--- config.mk ---
export PLATFORM = sky130hd
export DESIGN_NAME = xor_checked_frame_deframer_top_flat
export DESIGN_NICKNAME = d
export VERILOG_FILES = /design/src/xcfd_pkg.sv /design/src/xcfd_if.sv /design/src/xor_checked_frame_deframer_top.sv /design/src/xcfd_parser.sv /design/src/xcfd_skid.sv /design/src/flat_wrapper.sv
export SDC_FILE = /design/constraint.sdc
export NUM_CORES = 1
export LEC_CHECK = 0
export BUFFER_PORTS_ARGS = -buffer_cell sky130_fd_sc_hd__buf_2
export CORE_UTILIZATION = 45
export CTS_CLUSTER_DIAMETER = 60
export DETAILED_ROUTE_END_ITERATION = 8
export MAX_ROUTING_LAYER = met4
export SYNTH_ARGS = -nofsm -noshare
export SYNTH_HDL_FRONTEND = slang
export SYNTH_SLANG_ARGS = --single-unit
export TNS_END_PERCENT = 100
--- constraint.sdc ---
create_clock -name clk_i -period 13.8 [get_ports clk_i]
set_input_delay 4.14 -clock clk_i [delete_from_list [all_inputs] [get_ports clk_i]]
set_output_delay 4.14 -clock clk_i [all_outputs]
set_load 0.02 [all_outputs]
--- src/xcfd_pkg.sv ---
package xcfd_pkg;

  localparam logic [7:0] HDR_BYTE = 8'hFD;
  localparam logic [7:0] IDX_BYTE = 8'h01;
  localparam logic [7:0] END_BYTE = 8'h0A;

  localparam logic [15:0] MIN_FRAME_LEN = 16'd3;
  localparam logic [15:0] MAX_LEN_RESET = 16'd1024;

  localparam logic [1:0] ST_OK   = 2'd0;
  localparam logic [1:0] ST_CSUM = 2'd1;
  localparam logic [1:0] ST_TERM = 2'd2;
  localparam logic [1:0] ST_LEN  = 2'd3;

  typedef struct packed {
    logic        is_status;
    logic [7:0]  payload_byte;
    logic [7:0]  frame_command;
    logic [1:0]  frame_status;
    logic [15:0] frame_length;
  } res_t;

endpackage

--- src/xcfd_if.sv ---
interface xcfd_rx_if;
  logic       valid;
  logic       ready;
  logic [7:0] rx_byte;

  modport source (output valid, output rx_byte, input ready);
  modport sink (input valid, input rx_byte, output ready);
endinterface

interface xcfd_res_if;
  logic        valid;
  logic        ready;
  logic        is_status;
  logic [7:0]  payload_byte;
  logic [7:0]  frame_command;
  logic [1:0]  frame_status;
  logic [15:0] frame_length;

  modport source (output valid, output is_status, output payload_byte, output frame_command,
                  output frame_status, output frame_length, input ready);
  modport sink (input valid, input is_status, input payload_byte, input frame_command,
                input frame_status, input frame_length, output ready);
endinterface

interface xcfd_cfg_if;
  logic        valid;
  logic        ready;
  logic [15:0] max_frame_length;

  modport source (output valid, output max_frame_length, input ready);
  modport sink (input valid, input max_frame_length, output ready);
endinterface

--- src/xor_checked_frame_deframer_top.sv ---
// frame deframer: takes received bytes on rx_i, one item per byte, hunts for the
// header 0xFD 0x01, reads a little-endian length, the command byte and the payload,
// and checks an xor checksum and the 0x0A terminator.
// res_o carries one item per payload byte (is_status low) and one closing status
// item per frame whose length field is received (is_status high, frame_status
// 0 ok, 1 checksum, 2 terminator, 3 length error).
// cfg_i writes max_frame_length (reset 1024); it is always ready and should be
// written only while no frame is in flight.
// throughput: one byte per cycle while rx_i.ready is high; the parser updates its
// state on every accepted byte, and each result item passes through a register of the output buffer before res_o.
// a two-entry output buffer lets rx_i keep taking bytes while a result waits;
// rx_i.ready drops only when both entries are full, i.e. after the receiver
// has stalled for two results.
// reset clears the parser to hunting, empties the output buffer and restores
// max_frame_length to 1024; rx_i.ready stays high during reset and bytes offered then are dropped.
module xor_checked_frame_deframer_top
  import xcfd_pkg::*;
(
  input  logic       clk_i,
  input  logic       rst_ni,
  xcfd_rx_if.sink    rx_i,
  xcfd_res_if.source res_o,
  xcfd_cfg_if.sink   cfg_i
);

  logic accept;
  logic buf_ready;
  logic res_valid;
  res_t res;
  res_t out_data;

  assign rx_i.ready  = buf_ready;
  assign accept      = rx_i.valid && buf_ready;
  assign cfg_i.ready = 1'b1;

  xcfd_parser u_parser (
    .clk_i         (clk_i),
    .rst_ni        (rst_ni),
    .cfg_we_i      (cfg_i.valid),
    .cfg_max_len_i (cfg_i.max_frame_length),
    .accept_i      (accept),
    .rx_byte_i     (rx_i.rx_byte),
    .res_valid_o   (res_valid),
    .res_o         (res)
  );

  xcfd_skid u_skid (
    .clk_i       (clk_i),
    .rst_ni      (rst_ni),
    .in_valid_i  (res_valid),
    .in_ready_o  (buf_ready),
    .in_data_i   (res),
    .out_valid_o (res_o.valid),
    .out_ready_i (res_o.ready),
    .out_data_o  (out_data)
  );

  assign res_o.is_status     = out_data.is_status;
  assign res_o.payload_byte  = out_data.payload_byte;
  assign res_o.frame_command = out_data.frame_command;
  assign res_o.frame_status  = out_data.frame_status;
  assign res_o.frame_length  = out_data.frame_length;

endmodule

--- src/xcfd_parser.sv ---
module xcfd_parser
  import xcfd_pkg::*;
(
  input  logic        clk_i,
  input  logic        rst_ni,
  input  logic        cfg_we_i,
  input  logic [15:0] cfg_max_len_i,
  input  logic        accept_i,
  input  logic [7:0]  rx_byte_i,
  output logic        res_valid_o,
  output res_t        res_o
);

  localparam logic [2:0] PH_HUNT  = 3'd0;
  localparam logic [2:0] PH_INDEX = 3'd1;
  localparam logic [2:0] PH_LENLO = 3'd2;
  localparam logic [2:0] PH_LENHI = 3'd3;
  localparam logic [2:0] PH_CMD   = 3'd4;
  localparam logic [2:0] PH_DATA  = 3'd5;
  localparam logic [2:0] PH_CHECK = 3'd6;
  localparam logic [2:0] PH_TERM  = 3'd7;

  logic [2:0]  phase_q, phase_d;
  logic [7:0]  xor_q, xor_d;
  logic [15:0] len_q, len_d;
  logic [15:0] remain_q, remain_d;
  logic [7:0]  cmd_q, cmd_d;
  logic [15:0] max_len_q;
  logic [15:0] full_len;
  logic [15:0] remain_dec;
  logic        emit;
  logic        emit_status;
  logic [7:0]  emit_data;
  logic [1:0]  emit_code;

  assign full_len   = {rx_byte_i, len_q[7:0]};
  assign remain_dec = (remain_q != 16'd0) ? remain_q - 16'd1 : remain_q;

  always_comb begin
    phase_d     = phase_q;
    xor_d       = xor_q;
    len_d       = len_q;
    remain_d    = remain_q;
    cmd_d       = cmd_q;
    emit        = 1'b0;
    emit_status = 1'b0;
    emit_data   = 8'd0;
    emit_code   = ST_OK;
    unique case (phase_q)
      PH_HUNT: begin
        if (rx_byte_i == HDR_BYTE) begin
          phase_d  = PH_INDEX;
          xor_d    = HDR_BYTE;
          len_d    = 16'd0;
          remain_d = 16'd0;
          cmd_d    = 8'd0;
        end
      end
      PH_INDEX: begin
        if (rx_byte_i == IDX_BYTE) begin
          xor_d   = xor_q ^ rx_byte_i;
          phase_d = PH_LENLO;
        end else if (rx_byte_i == HDR_BYTE) begin
          // header byte repeated: restart the match here
          phase_d  = PH_INDEX;
          xor_d    = HDR_BYTE;
          len_d    = 16'd0;
          remain_d = 16'd0;
          cmd_d    = 8'd0;
        end else begin
          phase_d = PH_HUNT;
        end
      end
      PH_LENLO: begin
        len_d   = {8'd0, rx_byte_i};
        xor_d   = xor_q ^ rx_byte_i;
        phase_d = PH_LENHI;
      end
      PH_LENHI: begin
        len_d = full_len;
        xor_d = xor_q ^ rx_byte_i;
        if (full_len < MIN_FRAME_LEN || full_len > max_len_q) begin
          phase_d     = PH_HUNT;
          emit        = 1'b1;
          emit_status = 1'b1;
          emit_code   = ST_LEN;
        end else begin
          phase_d = PH_CMD;
        end
      end
      PH_CMD: begin
        cmd_d    = rx_byte_i;
        xor_d    = xor_q ^ rx_byte_i;
        remain_d = len_q - MIN_FRAME_LEN;
        phase_d  = (len_q == MIN_FRAME_LEN) ? PH_CHECK : PH_DATA;
      end
      PH_DATA: begin
        xor_d     = xor_q ^ rx_byte_i;
        remain_d  = remain_dec;
        if (remain_dec == 16'd0) phase_d = PH_CHECK;
        emit      = 1'b1;
        emit_data = rx_byte_i;
      end
      PH_CHECK: begin
        if (rx_byte_i != xor_q) begin
          phase_d     = PH_HUNT;
          emit        = 1'b1;
          emit_status = 1'b1;
          emit_code   = ST_CSUM;
        end else begin
          phase_d = PH_TERM;
        end
      end
      PH_TERM: begin
        phase_d     = PH_HUNT;
        emit        = 1'b1;
        emit_status = 1'b1;
        emit_code   = (rx_byte_i == END_BYTE) ? ST_OK : ST_TERM;
      end
      default: phase_d = PH_HUNT;
    endcase
  end

  // result fields follow the state as updated by this byte
  assign res_valid_o = accept_i && emit;
  assign res_o = '{is_status:     emit_status,
                   payload_byte:  emit_data,
                   frame_command: cmd_d,
                   frame_status:  emit_code,
                   frame_length:  len_d};

  always_ff @(posedge clk_i or negedge rst_ni) begin
    if (!rst_ni) begin
      phase_q   <= PH_HUNT;
      xor_q     <= 8'd0;
      len_q     <= 16'd0;
      remain_q  <= 16'd0;
      cmd_q     <= 8'd0;
      max_len_q <= MAX_LEN_RESET;
    end else begin
      if (accept_i) begin
        phase_q  <= phase_d;
        xor_q    <= xor_d;
        len_q    <= len_d;
        remain_q <= remain_d;
        cmd_q    <= cmd_d;
      end
      if (cfg_we_i) max_len_q <= cfg_max_len_i;
    end
  end

`ifndef SYNTH
  a_data_nonzero_remain: assert property (@(posedge clk_i) disable iff (!rst_ni)
    phase_q == PH_DATA |-> remain_q != 16'd0)
    else $error("data phase with no bytes remaining");

  a_term_returns_hunt: assert property (@(posedge clk_i) disable iff (!rst_ni)
    accept_i && phase_q == PH_TERM |=> phase_q == PH_HUNT)
    else $error("terminator byte did not end the frame");

  a_len_err_no_cmd: assert property (@(posedge clk_i) disable iff (!rst_ni)
    res_valid_o && res_o.frame_status == ST_LEN |-> res_o.frame_command == 8'd0
      && res_o.is_status)
    else $error("length error status carries a command");
`endif

endmodule

--- src/xcfd_skid.sv ---
module xcfd_skid
  import xcfd_pkg::*;
(
  input  logic clk_i,
  input  logic rst_ni,
  input  logic in_valid_i,
  output logic in_ready_o,
  input  res_t in_data_i,
  output logic out_valid_o,
  input  logic out_ready_i,
  output res_t out_data_o
);

  logic main_v_q, main_v_d;
  logic skid_v_q, skid_v_d;
  res_t main_q, main_d;
  res_t skid_q, skid_d;
  logic push;
  logic pop;

  assign in_ready_o  = !skid_v_q;
  assign out_valid_o = main_v_q;
  assign out_data_o  = main_q;
  assign push        = in_valid_i && in_ready_o;
  assign pop         = main_v_q && out_ready_i;

  always_comb begin
    main_v_d = main_v_q;
    skid_v_d = skid_v_q;
    main_d   = main_q;
    skid_d   = skid_q;
    if (!main_v_q || pop) begin
      if (skid_v_q) begin
        main_d   = skid_q;
        main_v_d = 1'b1;
        skid_v_d = 1'b0;
      end else begin
        main_d   = in_data_i;
        main_v_d = push;
      end
    end else if (push) begin
      // main register stalled: park the item
      skid_d   = in_data_i;
      skid_v_d = 1'b1;
    end
  end

  always_ff @(posedge clk_i or negedge rst_ni) begin
    if (!rst_ni) begin
      main_v_q <= 1'b0;
      skid_v_q <= 1'b0;
    end else begin
      main_v_q <= main_v_d;
      skid_v_q <= skid_v_d;
    end
  end

  always_ff @(posedge clk_i) begin
    main_q <= main_d;
    skid_q <= skid_d;
  end

`ifndef SYNTH
  a_skid_implies_main: assert property (@(posedge clk_i) disable iff (!rst_ni)
    skid_v_q |-> main_v_q)
    else $error("skid holds an item while main register is empty");

  a_skid_kept_on_stall: assert property (@(posedge clk_i) disable iff (!rst_ni)
    skid_v_q && !out_ready_i |=> skid_v_q && $stable(skid_q))
    else $error("parked item lost during stall");

  a_push_on_stall_parks: assert property (@(posedge clk_i) disable iff (!rst_ni)
    push && main_v_q && !out_ready_i |=> skid_v_q && skid_q == $past(in_data_i))
    else $error("item pushed during stall not parked");
`endif

endmodule
--- src/flat_wrapper.sv ---
// flat-port wrapper written by rule: the top's interface ports become plain ports
module xor_checked_frame_deframer_top_flat import xcfd_pkg::*;
  (clk_i, rst_ni, rx_i_valid, rx_i_rx_byte, rx_i_ready, res_o_valid, res_o_is_status, res_o_payload_byte, res_o_frame_command, res_o_frame_status, res_o_frame_length, res_o_ready, cfg_i_valid, cfg_i_max_frame_length, cfg_i_ready);
  xcfd_rx_if rx_i_i ();
  xcfd_res_if res_o_i ();
  xcfd_cfg_if cfg_i_i ();
  input  logic clk_i;
  input  logic rst_ni;
  input wire logic [$bits(rx_i_i.valid)-1:0] rx_i_valid;
  input wire logic [$bits(rx_i_i.rx_byte)-1:0] rx_i_rx_byte;
  output wire logic [$bits(rx_i_i.ready)-1:0] rx_i_ready;
  output wire logic [$bits(res_o_i.valid)-1:0] res_o_valid;
  output wire logic [$bits(res_o_i.is_status)-1:0] res_o_is_status;
  output wire logic [$bits(res_o_i.payload_byte)-1:0] res_o_payload_byte;
  output wire logic [$bits(res_o_i.frame_command)-1:0] res_o_frame_command;
  output wire logic [$bits(res_o_i.frame_status)-1:0] res_o_frame_status;
  output wire logic [$bits(res_o_i.frame_length)-1:0] res_o_frame_length;
  input wire logic [$bits(res_o_i.ready)-1:0] res_o_ready;
  input wire logic [$bits(cfg_i_i.valid)-1:0] cfg_i_valid;
  input wire logic [$bits(cfg_i_i.max_frame_length)-1:0] cfg_i_max_frame_length;
  output wire logic [$bits(cfg_i_i.ready)-1:0] cfg_i_ready;
  assign rx_i_i.valid = rx_i_valid;
  assign rx_i_i.rx_byte = rx_i_rx_byte;
  assign rx_i_ready = rx_i_i.ready;
  assign res_o_valid = res_o_i.valid;
  assign res_o_is_status = res_o_i.is_status;
  assign res_o_payload_byte = res_o_i.payload_byte;
  assign res_o_frame_command = res_o_i.frame_command;
  assign res_o_frame_status = res_o_i.frame_status;
  assign res_o_frame_length = res_o_i.frame_length;
  assign res_o_i.ready = res_o_ready;
  assign cfg_i_i.valid = cfg_i_valid;
  assign cfg_i_i.max_frame_length = cfg_i_max_frame_length;
  assign cfg_i_ready = cfg_i_i.ready;
  xor_checked_frame_deframer_top u_core (.clk_i(clk_i), .rst_ni(rst_ni), .rx_i(rx_i_i), .res_o(res_o_i), .cfg_i(cfg_i_i));
endmodule
==> results of run 1 <==
area by class of cell:
cell class	instances	area share, %
sequential	139	47.0
multi-input combinational	419	37.1
clock buffer	17	5.22
timing repair buffer	69	4.36
tap	211	3.24
clock inverter	15	1.87
inverter	26	1.20
antenna	1	0.0307
cell usage in the layout (no fill, tap or decap), drive strengths merged, types with 3 or more instances in the layout:
cell type / count
xor2: 17
nor2: 30
a21boi: 5
nor3: 16
edfxtp: 70
a31oi: 15
dfrtp: 68
o31ai: 4
mux2: 34
nor3b: 3
clkbuf: 17
ha: 19
a22o: 54
o22ai: 5
clkinvlp: 3
nand2b: 6
buf: 69
or2: 3
nor2b: 3
and3: 5
xnor2: 6
and2: 11
or3: 4
nor4: 14
nand3: 8
inv: 35
nand4: 8
a21o: 5
a21oi: 29
nand2: 32
or4: 4
o21a: 5
o21ai: 41
sequential cells by signal, summed over array words and instances, names as in the netlist:
name / count
u_core.u_skid.out_valid_o: 1
u_core.u_parser.remain_q: 16
u_core.u_skid.skid_v_q: 1
u_core.u_skid.skid_q: 35
u_core.u_parser.xor_q: 8
u_core.u_skid.out_data_o: 35
u_core.u_parser.len_q: 16
u_core.u_parser.cmd_q: 8
u_core.u_parser.max_len_q: 16
u_core.u_parser.phase_q: 3
critical path, stage by stage:
cell and delay (ps):
buf_2 260, ha_1 300, a21o_1 170, a21o_1 180, a22o_1 220, o41a_1 460
o311ai_0 580, o31ai_4 140, buf_4 300
worst paths after layout:
check	start	slack, ps	to
max reg2reg	u_core.u_parser.len_q[2]$_DFFE_PN0P_	10530	u_core.u_skid.skid_q[28]$_DFFE_PP_
max in group asynchronous	rst_ni	9280	u_core.u_parser.cmd_q[5]$_DFFE_PN0P_
min reg2reg	u_core.u_parser.cmd_q[6]$_DFFE_PN0P_	510	u_core.u_parser.cmd_q[6]$_DFFE_PN0P_
min in group asynchronous	rst_ni	3930	u_core.u_parser.remain_q[4]$_DFFE_PN0P_
min	u_core.u_parser.cmd_q[6]$_DFFE_PN0P_	510	u_core.u_parser.cmd_q[6]$_DFFE_PN0P_
max	rx_i_rx_byte[5]	7170	u_core.u_skid.skid_q[28]$_DFFE_PP_
cell families (layout without fill, tap and decap cells):
family / count (synthesis) / in the layout
xor+xnor: 23 / 23
fa+ha+maj: 19 / 19
other cells: 1 / 2
mux: 36 / 36
buf+inv: 64 / 127
compound gates: 183 / 183
simple gates: 157 / 157
flops: 139 / 139
layer usage:
layer / vias to the layer above / track usage (%) / part of all wire, %
met5: - / - / 0
met4: 0 / 11.9 / 2.7
met3: 37 / 4.13 / 6.0
met2: 227 / 31.8 / 43
met1: 2521 / 32.7 / 49
li1: 2466 / - / -
report_power, final:
part | total, mW | internal, mW | switching [mW]
logic | 0.718 | 0.299 | 0.419
registers | 0.710 | 0.585 | 0.125
clock network | 0.445 | 0.255 | 0.191
==> flow_metrics.env, run 1 <==
export IMPL_outcome="completed"
export IMPL_required_ps=13930
export IMPL_cp_arrival_ps=6770
export IMPL_reg2reg_depth=7
export IMPL_globalplace_congestion=0.893
export IMPL_final_hold_violation_count=0
export IMPL_setup_tns_ps=0
export IMPL_ys_ff_latch=139
export IMPL_final_util_pct=53.2
export IMPL_ant_nets=0
export IMPL_clock_latency_ps=420
export IMPL_drc=0
export IMPL_die_h_um=128
export IMPL_placed_cells=864
export IMPL_synth_top_family_by_area="compound AO/OA/AOI/OAI gates"
export IMPL_cts_made_buffers=17
export IMPL_synth_adder_area_share_pct=3.34
export IMPL_cts_tree="yes"
export IMPL_setup_viol=0
export IMPL_tightest_slew_ps=1180
export IMPL_portBuffers=65
export IMPL_hold_ws_ps=505
export IMPL_critPathCaptureType="register"
export IMPL_crit_type="in2reg"
export IMPL_cts_sink_count=139
export IMPL_synthSimpleGateAreaFrac_pct=12.4
export IMPL_wirelength_mm=17.1
export IMPL_vdd_drop_max_mv=0.107
export IMPL_synth_edf_count=70
export IMPL_ys_async_sr_fraction_pct=49.6
export IMPL_layoutNonFillerInstCount=897
export IMPL_pre_cts_ws_ps=6790
export IMPL_ys_warnings_count=0
export IMPL_post_cts_setup_buffer_count=0
export IMPL_fmax_ghz=0.151
export IMPL_setup_ws_ps=7170
export IMPL_power_per_cell_area_nw_per_um2=230
export IMPL_synthDominantCellAreaShare_pct=29.6
export IMPL_holdPathStages=1
export IMPL_finalNetCount=720
export IMPL_ys_seq_area_share_pct=53.9
export IMPL_grt_start_max_net_pins=70
export IMPL_synth_area_leader_cell="edfxtp_1"
export IMPL_yosys_top_cells_count="edfxtp_1 (70), dfrtp_1 (68), a22o_1 (53)"
export IMPL_yosys_top_cells_area="edfxtp_1 (30%), dfrtp_1 (24%), a22o_1 (6.5%)"
export IMPL_dr_pass1_iters=5
export IMPL_yosysUniqueCellTypes=72
export IMPL_synth_cells=622
export IMPL_grt_antenna_before_repair=1
export IMPL_initial_core_util_pct=46.4
export IMPL_fin_crit_ps=6630
export IMPL_synth_area_mux_share_pct=5.67
export IMPL_synth_ff_type="edfxtp_1"
export IMPL_fp_dieArea_um2=16300
export IMPL_drive_gt1_share_pct=22.9
export IMPL_cp_max_fo=35
export IMPL_syn_area_um2=7110
export IMPL_synth_compound_gate_area_share_pct=18.0
export IMPL_rows=45
export IMPL_hp_class="reg2reg"
export IMPL_overflow=0
export IMPL_drt_iter0_drc=407
export IMPL_ctsHoldBuffers=0
export IMPL_root_buffer="clkbuf_16"
export IMPL_synthMostInstantiatedCell="edfxtp_1"
export IMPL_period_share_pct=48.1
export IMPL_rsz0062_at_grt="no"
export IMPL_htree_levels=4
export IMPL_die_w_um=128
export IMPL_startpoint_type="input pin"
export IMPL_cts_resized_gates=0
export IMPL_power_mw=1.87
export IMPL_synth_area_per_cell_um2=11.4
export IMPL_grtUsageTotal_pct=23.1
export IMPL_maxCapViolCount=0
export IMPL_synth_nets=670
export IMPL_slew_headroom_pct=21.0
export IMPL_grt_pass1_vias=5103
export IMPL_core_um2=15300
export IMPL_dp_hpwl_mm=11.8
export IMPL_fillers=1355
export IMPL_area_delta_synth_final_pct=14.6
export IMPL_clockBufferDepth=2
export IMPL_stdcell_area_um2=8150
export IMPL_regArea_um2=3830
export IMPL_ioPinCount=67
export IMPL_power_leakage_nw=3.51
export IMPL_synthXorXnorAreaFrac_pct=2.83
export IMPL_num_vias=5251
export IMPL_clkTransAtPathRegs_ps=60
export IMPL_place_area_um2=7570
export IMPL_final_setup_skew_ps=9.91
export IMPL_grt_pass1_wl_mm=27.6
export IMPL_routed_via_density=5.85
export IMPL_routedWlPerCell_um=19.1
export IMPL_maxSlewViolCount=0
export IMPL_multi_input_area_um2=3020
Power figures use the tool's default switching activity.
==> run 2: changes to the inputs <==
==> constraint.sdc (replaced) <==
create_clock -name clk_i -period 6.55 [get_ports clk_i]
set_input_delay 1.965 -clock clk_i [delete_from_list [all_inputs] [get_ports clk_i]]
set_output_delay 1.965 -clock clk_i [all_outputs]
set_load 0.02 [all_outputs]
==> run 2 against run 1 <==
Non-clock buffer count is the same. Critical path depth is the same. Global-route usage grew 0.49 points. First-iteration DRC count grew 5.9%. Clock power grew 100%. Cell count shrank 0.11%. Worst setup slack lost 5100 ps. Wire length grew 1.5%. Register-to-register slack lost 7200 ps. Combinational power grew 110%. Die area is the same. Sequential share of layout area grew 0.14 points. Critical path type unchanged.
==> flow_metrics.env, run 2 (same netlist as run 1, synthesis figures left out) <==
export IMPL_cp_max_fo=35
export IMPL_critPathCaptureType="register"
export IMPL_outcome="completed"
export IMPL_cts_sink_count=139
export IMPL_overflow=0
export IMPL_vdd_drop_max_mv=0.260
export IMPL_final_hold_violation_count=0
export IMPL_setup_tns_ps=0
export IMPL_final_util_pct=53.1
export IMPL_rows=45
export IMPL_core_um2=15300
export IMPL_placed_cells=864
export IMPL_clkTransAtPathRegs_ps=60
export IMPL_crit_path_frequent_cell="a21o_1"
export IMPL_crit_type="in2reg"
export IMPL_power_leakage_nw=3.49
export IMPL_finalNetCount=720
export IMPL_drt_iter0_drc=431
export IMPL_htree_levels=4
export IMPL_layoutNonFillerInstCount=896
export IMPL_cp_slowest_cell="o311ai_0"
export IMPL_fp_dieArea_um2=16300
export IMPL_clkPwrFrac_pct=23.0
export IMPL_worstPathCellList="buf_2 > ha_1 > a21o_1 > a21o_1 > a22o_1 > o41a_1 > o311ai_0 > o31ai_4 > buf_4"
export IMPL_cts_resized_gates=0
export IMPL_die_w_um=128
export IMPL_switching_share_pct=39.6
export IMPL_p_switching_mw=1.55
export IMPL_tightest_slew_ps=1130
export IMPL_p_int_mw=2.36
export IMPL_clock_latency_ps=420
export IMPL_dr_pass1_iters=4
export IMPL_wirelength_mm=17.4
export IMPL_ctsHoldBuffers=0
export IMPL_fmax_ghz=0.225
export IMPL_slew_headroom_pct=23.9
export IMPL_cts_tree="yes"
export IMPL_routed_via_density=5.81
export IMPL_period_share_pct=67.8
export IMPL_cts_made_buffers=17
export IMPL_antennaDiodeCount=0
export IMPL_seq_power_share_pct=38.2
export IMPL_maxSlewViolCount=0
export IMPL_grt_pass1_wl_mm=27.9
export IMPL_combPwrFrac_pct=38.8
export IMPL_final_cell_mix="edfxtp_1 (70), dfrtp_1 (68), buf_2 (65)"
export IMPL_startpoint_type="input pin"
export IMPL_drive_gt1_share_pct=22.9
export IMPL_die_h_um=128
export IMPL_routedWlPerCell_um=19.4
export IMPL_final_common_cell="edfxtp_1"
export IMPL_ant_nets=0
export IMPL_globalplace_congestion=0.864
export IMPL_drc=0
export IMPL_clockBufferDepth=2
export IMPL_setup_viol=0
export IMPL_power_per_cell_area_nw_per_um2=481
export IMPL_grt_antenna_before_repair=0
export IMPL_setup_ws_ps=2110
export IMPL_final_setup_skew_ps=7.41
export IMPL_required_ps=6680
export IMPL_rsz0062_at_grt="no"
export IMPL_rrSetupSlack_ps=3290
export IMPL_fin_crit_ps=4440
export IMPL_maxCapViolCount=0
export IMPL_cp_arrival_ps=4570
export IMPL_dp_hpwl_mm=11.9
export IMPL_hold_ws_ps=501
export IMPL_ioPinCount=67
export IMPL_post_cts_setup_buffer_count=0
export IMPL_critPathBufInv=2
export IMPL_num_vias=5204
export IMPL_pre_cts_ws_ps=1700
export IMPL_grt_pass1_vias=5077
export IMPL_grt_start_max_net_pins=70
export IMPL_area_delta_synth_final_pct=14.3
export IMPL_portBuffers=65
export IMPL_path_delay_family="compound AO/OA/AOI/OAI gates"
export IMPL_hp_class="reg2reg"
export IMPL_grtUsageTotal_pct=23.6
export IMPL_crit_path_max_incr_delay_ps=560
export IMPL_root_buffer="clkbuf_16"
export IMPL_initial_core_util_pct=46.4
==> run 2: cell count changes in the layout (fill, tap and decap cells not counted), sizes merged <==
cell | previous run | this run
bufinv | 1 | 0
clkinv | 2 | 3
diode | 1 | 0
inv | 35 | 34
clkinvlp | 3 | 4
==> run 2: area by class of cell <==
type                    count  area [um^2]
fillers                  1383         7190
well taps                 211          264
clock inverters            15          130
inverters                  26         97.6
multi-input cells         419         3020
flip-flops and latches    139         3830
clock buffers              17          425
repair buffers             69          355
==> run 2: metal layers <==
metal	wire length [um]	track usage, %	part of all wire [%]
met4	466	10.7	2.7
met5	0	-	0
met3	844	4.13	4.9
met1	8490	33.7	49
met2	7570	32.9	44
==> run 2: power groups by stage <==
stage	Sequential [mW]	Combinational (mW)	Clock [mW]
4_1_cts	1.49	1.51	0.917
6_report	1.49	1.52	0.901
3_5_place_dp	1.50	1.50	0
3_3_place_gp	1.49	1.50	0
2_1_floorplan	1.54	1.01	0
5_1_grt	1.53	1.66	0.959
==> run 2: final timing paths <==
| path | cells after the start | from | to |
|---|---|---|---|
| worst min-delay path | 1 | u_core.u_parser.xor_q[5]$_DFFE_PN0P_ | u_core.u_parser.xor_q[5]$_DFFE_PN0P_ |
| worst min register to register | 1 | u_core.u_parser.xor_q[5]$_DFFE_PN0P_ | u_core.u_parser.xor_q[5]$_DFFE_PN0P_ |
| max in group asynchronous | 2 | rst_ni | u_core.u_parser.xor_q[2]$_DFFE_PN0P_ |
| worst max register to register | 7 | u_core.u_parser.len_q[2]$_DFFE_PN0P_ | u_core.u_skid.skid_q[2]$_DFFE_PP_ |
| worst max-delay path | 9 | rx_i_rx_byte[5] | u_core.u_skid.skid_q[2]$_DFFE_PP_ |
| min in group asynchronous | 2 | rst_ni | u_core.u_parser.remain_q[4]$_DFFE_PN0P_ |
==> run 2: metrics by stage <==
stage / instance area [um^2] / power, mW
2_1_floorplan: 7110 / 2.54
3_3_place_gp: 7570 / 2.99
3_5_place_dp: 7570 / 3.00
4_1_cts: 8130 / 3.92
5_1_grt: 8130 / 4.15
6_report: 8130 / 3.91
